<file path="config.mk">
export PLATFORM = sky130hd
export DESIGN_NAME = clock_calendar_7seg_scanner
export DESIGN_NICKNAME = d
export VERILOG_FILES = /design/src/sv/ccs_pkg.sv /design/src/sv/clock_calendar_7seg_scanner.sv
export SDC_FILE = /design/constraint.sdc
export NUM_CORES = 1
export LEC_CHECK = 0
export BUFFER_PORTS_ARGS = -buffer_cell sky130_fd_sc_hd__buf_2
export CORE_UTILIZATION = 60
export DETAILED_ROUTE_END_ITERATION = 10
export PLACE_DENSITY = 0.92
export SKIP_LAST_GASP = 1
export SLEW_MARGIN = 20
export SYNTH_ARGS = -nofsm -noshare
export SYNTH_HDL_FRONTEND = slang
export SYNTH_SLANG_ARGS = --single-unit
</file>
<file path="constraint.sdc">
create_clock -name clk_i -period 13.7 [get_ports clk_i]
set_input_delay 1.37 -clock clk_i [delete_from_list [all_inputs] [get_ports clk_i]]
set_output_delay 1.37 -clock clk_i [all_outputs]
set_load 0.01 [all_outputs]
</file>
<file path="src/sv/ccs_pkg.sv">
package ccs_pkg;

  localparam int DIGIT_COUNT = 6;
  localparam int IDX_W       = $clog2(DIGIT_COUNT);

  localparam int SEG_W   = 7;
  localparam int POINT_W = 2;

  // year mod 100 by reciprocal: floor(y * 5243 / 2^19) == floor(y / 100) for 12-bit y
  localparam logic [12:0] YEAR_RECIP = 13'd5243;
  localparam int          YEAR_SHIFT = 19;

  // floor(v * 103 / 2^10) == floor(v / 10) for v below 128
  localparam logic [6:0] TENS_RECIP = 7'd103;
  localparam int         TENS_SHIFT = 10;

  typedef enum logic [1:0] {
    CMD_SCAN   = 2'd0,
    CMD_TOGGLE = 2'd1,
    CMD_LOAD   = 2'd2
  } cmd_e;

  localparam logic [POINT_W-1:0] POINT_ALL_OFF = 2'd3;
  localparam logic [POINT_W-1:0] POINT_ALL_ON  = 2'd0;

  typedef struct packed {
    logic [SEG_W-1:0]       segments;
    logic [DIGIT_COUNT-1:0] digit_select;
    logic [POINT_W-1:0]     point_off;
  } res_t;

  function automatic logic [SEG_W-1:0] seg_lookup(input logic [3:0] digit);
    logic [SEG_W-1:0] seg;
    case (digit)
      4'd0:    seg = 7'h40;
      4'd1:    seg = 7'h79;
      4'd2:    seg = 7'h24;
      4'd3:    seg = 7'h30;
      4'd4:    seg = 7'h19;
      4'd5:    seg = 7'h12;
      4'd6:    seg = 7'h03;
      4'd7:    seg = 7'h78;
      4'd8:    seg = 7'h00;
      4'd9:    seg = 7'h18;
      default: seg = 7'h40;
    endcase
    return seg;
  endfunction

endpackage

</file>
<file path="src/sv/clock_calendar_7seg_scanner.sv">
// Channel | Handshake                   | Payload
// in      | in_valid_i / in_stall_o     | command_i, second_i, minute_i, hour_i,
//         |                             | day_of_month_i, month_i, year_i
// out     | out_valid_o / out_stall_i   | segments_o, digit_select_o, point_off_o
//
// One item per cycle while in_stall_o is low; scan results are registered.
// Toggle and load commands update held state and give no result.
// Output register plus one skid entry; in_stall_o rises only when the skid is full.
// rst_ni clears scan index, view, held clock values and both valid flags.
module clock_calendar_7seg_scanner (
  input  logic                                  clk_i,
  input  logic                                  rst_ni,
  input  logic                                  in_valid_i,
  output logic                                  in_stall_o,
  input  logic [1:0]                            command_i,
  input  logic [5:0]                            second_i,
  input  logic [5:0]                            minute_i,
  input  logic [4:0]                            hour_i,
  input  logic [4:0]                            day_of_month_i,
  input  logic [3:0]                            month_i,
  input  logic [11:0]                           year_i,
  output logic                                  out_valid_o,
  input  logic                                  out_stall_i,
  output logic [ccs_pkg::SEG_W-1:0]             segments_o,
  output logic [ccs_pkg::DIGIT_COUNT-1:0]       digit_select_o,
  output logic [ccs_pkg::POINT_W-1:0]           point_off_o
);
  import ccs_pkg::*;

  logic [IDX_W-1:0] scan_idx_q, scan_idx_d;
  logic             show_date_q, show_date_d;
  logic [5:0]       sec_q, min_q;
  logic [4:0]       hour_q, day_q;
  logic [3:0]       month_q;
  logic [6:0]       year_lo_q;

  logic             out_valid_q, skid_valid_q;
  res_t             out_q, skid_q;

  logic             in_xfer, do_scan, do_toggle, do_load, out_free;

  logic [24:0]      yr_prod;
  logic [5:0]       yr_quot;
  logic [11:0]      yr_rem;

  logic [IDX_W-1:0] pos;
  logic [6:0]       val;
  logic [13:0]      tens_prod;
  logic [3:0]       tens, ones, digit;
  res_t             res;

  assign in_stall_o = skid_valid_q;
  assign in_xfer    = in_valid_i && !in_stall_o;

  always_comb begin
    do_scan   = 1'b0;
    do_toggle = 1'b0;
    do_load   = 1'b0;
    unique case (command_i)
      CMD_SCAN:   do_scan   = in_xfer;
      CMD_TOGGLE: do_toggle = in_xfer;
      CMD_LOAD:   do_load   = in_xfer;
      default: ;
    endcase
  end

  assign yr_prod = 25'(year_i) * 25'(YEAR_RECIP);
  assign yr_quot = yr_prod[YEAR_SHIFT +: 6];
  assign yr_rem  = year_i - 12'(yr_quot) * 12'd100;

  always_comb begin
    pos = (scan_idx_q >= IDX_W'(DIGIT_COUNT)) ? '0 : scan_idx_q;
    case (pos[IDX_W-1:1])
      2'd0:    val = show_date_q ? year_lo_q : 7'(sec_q);
      2'd1:    val = show_date_q ? 7'(month_q) : 7'(min_q);
      default: val = show_date_q ? 7'(day_q) : 7'(hour_q);
    endcase
    tens_prod = 14'(val) * 14'(TENS_RECIP);
    tens      = tens_prod[TENS_SHIFT +: 4];
    ones      = 4'(val - 7'(tens) * 7'd10);
    digit     = pos[0] ? tens : ones;

    res.segments     = seg_lookup(digit);
    res.digit_select = DIGIT_COUNT'(1) << pos;
    res.point_off    = (pos == IDX_W'(2) || pos == IDX_W'(4)) ? POINT_ALL_ON : POINT_ALL_OFF;

    scan_idx_d  = (pos == IDX_W'(DIGIT_COUNT - 1)) ? '0 : pos + IDX_W'(1);
    show_date_d = show_date_q ^ 1'b1;
  end

  always_ff @(posedge clk_i or negedge rst_ni) begin
    if (!rst_ni) begin
      scan_idx_q  <= '0;
      show_date_q <= 1'b0;
      sec_q       <= '0;
      min_q       <= '0;
      hour_q      <= '0;
      day_q       <= '0;
      month_q     <= '0;
      year_lo_q   <= '0;
    end else begin
      if (do_scan) begin
        scan_idx_q <= scan_idx_d;
      end
      if (do_toggle) begin
        show_date_q <= show_date_d;
      end
      if (do_load) begin
        sec_q     <= second_i;
        min_q     <= minute_i;
        hour_q    <= hour_i;
        day_q     <= day_of_month_i;
        month_q   <= month_i;
        year_lo_q <= yr_rem[6:0];
      end
    end
  end

  assign out_free = !out_valid_q || !out_stall_i;

  always_ff @(posedge clk_i or negedge rst_ni) begin
    if (!rst_ni) begin
      out_valid_q  <= 1'b0;
      skid_valid_q <= 1'b0;
    end else if (out_free) begin
      if (skid_valid_q) begin
        out_valid_q  <= 1'b1;
        skid_valid_q <= 1'b0;
      end else begin
        out_valid_q <= do_scan;
      end
    end else if (do_scan) begin
      skid_valid_q <= 1'b1;
    end
  end

  always_ff @(posedge clk_i) begin
    if (out_free) begin
      if (skid_valid_q) begin
        out_q <= skid_q;
      end else if (do_scan) begin
        out_q <= res;
      end
    end else if (do_scan) begin
      skid_q <= res;
    end
  end

  assign out_valid_o    = out_valid_q;
  assign segments_o     = out_q.segments;
  assign digit_select_o = out_q.digit_select;
  assign point_off_o    = out_q.point_off;

endmodule

</file>
==> flow_metrics.tcl <==
set metrics [dict create \
    io_pins 61 \
    cts-buffers-inserted 9 \
    antenna_cells 0 \
    grt_max_degree 40 \
    synth-seq-area-share 0.264 \
    avgSynthCellArea_um2 9.77 \
    async_flop_share 0.582 \
    min_period_ns 7.52 \
    criticalPathCategory "flip-flop to flip-flop" \
    rows 38 \
    setup_ws_ns 6.18 \
    coreArea_mm2 0.0110 \
    ff2ff_setup_slack_ns 6.18 \
    setup_tns_ns 0 \
    drc_errors 0 \
    initialDrtViolationCount 384 \
    cts_tree "built" \
    hold_start "month_q[3]$_DFFE_PN0P_" \
    cts_resized 0 \
    clockRootBuffer "clkbuf_16" \
    synth_warnings 0 \
    synth_edf_count 28 \
    cts_num_sinks 67 \
    synth_area_leader_cell "ha_1" \
    avgViaCountPerCell 5.60 \
    wl_per_cell_um 16.9 \
    fp.dieH_um 109 \
    grt_remaining_overflow 0 \
    die_w_um 109 \
    final_cell_mix "inv_1, ha_1, nand2_1, buf_2, fa_1" \
    path_clk_slew_ns 0.06 \
    setup_viol 0 \
    yosys_most_used_dff "dfrtp_1" \
    dp_hpwl_mm 11.6 \
    dieArea_mm2 0.0119 \
    crit_path_frequent_cell "inv_1" \
    hold_path_depth 2 \
    final_common_cell "inv_1" \
    cpLargestDelayFamily "adder cells" \
    drive_gt1_frac 0.135 \
    r2r_start "scan_idx_q[1]$_DFFE_PN0P_" \
    synth.area.top_cells "ha_1, fa_1, dfrtp_1" \
    ant_nets 0 \
    r2r_cells 27 \
    final_nets 985 \
    post-place-ws_ns 6.12 \
    maxCapViolCount 0 \
    antenna_found_initial 0 \
    ys_ff_latch 67 \
    io_buffers 60 \
    rsz0062_at_grt "false" \
    finClkSkew_ns 0.00467 \
    fillers 756 \
    hold_viol 0 \
    cts_buffer_depth 2 \
    critPathCaptureType "flip-flop" \
    status "completed" \
    syn-cell-area_mm2 0.00688 \
    cts_setup_buffers 0 \
    finalCritPeriodShare 0.549 \
    routed_wl_mm 15.2 \
    grt_pass1_wl_mm 24.9 \
    hold_path_class "flip-flop to flip-flop" \
    required_ns 13.79 \
    final_util 0.691 \
    initial_core_util 0.626 \
    crit_fanout 14 \
    synth_cells 704 \
    drt_pass1_iterations 5 \
    synth_top_area_frac 0.231 \
    vias 5063 \
    crit_arrival_ns 7.60 \
    track_usage 0.279 \
    rr_endpoint "segments_o[6]$_DFFE_PP_" \
    clock_latency_ns 0.34 \
    area_growth_pct 10.4 \
    ctsHoldBuffers 0 \
    slew_viol_final 0 \
    startpoint_type "flip-flop" \
    gp_routability_congestion 0.911 \
    slowest_stage "dfrtp_1" \
    grt_pass1_vias 5395 \
    timing.critical_path.buf_inv 5 \
    fmax_mhz 133 \
    syn-num-nets 930 \
    ys_types 52 \
    htreeDepth 3 \
    min_to "month_q[3]$_DFFE_PN0P_" \
    worstMarginPinSlew_ns 1.04 \
    critPathMaxStageDelay_ns 0.58 \
    slew_headroom 0.307 \
]
==> worst register-to-register path, delay by kind of cell (launching register included) <==
kind | cells | cell delay (ns)
and+or+nand+nor | 5 | 1.11
buffers and inverters | 5 | 0.60
DFF | 1 | 0.58
muxes | 3 | 0.85
AOI/OAI and AO/OA | 3 | 0.72
adders and majority gates | 7 | 2.55
xor gates and xnor gates | 4 | 0.86
==> final cells by class <==
cell class | instances | area [µm²] | area share
Clock buffer | 10 | 229 | 0.0302
Clock inverter | 6 | 62.6 | 0.00824
Inverter | 147 | 552 | 0.0727
Multi-Input combinational cell | 472 | 4440 | 0.585
Sequential cell | 67 | 1820 | 0.239
Tap cell | 140 | 175 | 0.0231
Timing Repair Buffer | 62 | 315 | 0.0415
==> cell usage after synthesis (all sizes together) (4+ instances only) <==
cell type,count
edfxtp,28
clkbuf,13
xor2,6
fa,55
ha,127
inv,147
o31ai,10
and2,6
nor3,5
dfrtp,39
nor2,25
a21oi,18
nand3,4
buf,5
xnor2,15
nand2,122
mux2i,13
mux2,13
o21ai,11
==> sequential cells by signal (all words and copies together), names as in the netlist <==
register,cells
day_q,5
in_stall_o,1
digit_select_o,6
sec_q,6
scan_idx_q,3
show_date_q,1
skid_q,14
segments_o,7
out_valid_o,1
month_q,4
point_off_o,1
year_lo_q,7
min_q,6
hour_q,5
==> cells by family (layout without fill, tap and decap cells) <==
kind of cell | Yosys count | in the layout | synth area share
AOI/OAI and AO/OA | 60 | 60 | 0.0588
xor gates and xnor gates | 23 | 23 | 0.0346
adders and majority gates | 182 | 182 | 0.391
buffers and inverters | 165 | 225 | 0.0910
DFF | 67 | 67 | 0.264
muxes | 29 | 29 | 0.0529
and+or+nand+nor | 178 | 178 | 0.107
==> per-stage QoR <==
stage                     hold WS (ns)  instance area (µm²)  std cells
final                            0.485                 7590        904
after CTS                        0.484                 7580        904
after floorplan                  0.437                 6880        704
after global routing             0.507                 7590        904
after global placement           0.455                 7290        888
after detailed placement         0.471                 7290        888
==> worst max path at each step <==
stage                               end                 startpoint  cells past startpoint  slack [ns]
6_report        segments_o[6]$_DFFE_PP_  scan_idx_q[1]$_DFFE_PN0P_                     27        6.18
5_1_grt         segments_o[6]$_DFFE_PP_  scan_idx_q[1]$_DFFE_PN0P_                     27        5.84
4_1_cts         segments_o[6]$_DFFE_PP_  scan_idx_q[1]$_DFFE_PN0P_                     27        6.21
3_5_place_dp   year_lo_q[6]$_DFFE_PN0P_                  year_i[6]                     24        6.12
3_3_place_gp   year_lo_q[6]$_DFFE_PN0P_                  year_i[6]                     24        6.30
2_1_floorplan  year_lo_q[6]$_DFFE_PN0P_                  year_i[6]                     25        6.78
==> layer usage <==
metal,share of wire,vias up,global-route usage
met5,0,-,0
met4,0.041,0,0.153
met3,0.046,51,0.0496
met2,0.53,200,0.506
met1,0.39,2438,0.306
li1,-,2374,-
Power is not shown: default switching activity piles up to over one toggle a cycle in this logic, so the estimate is an artifact.
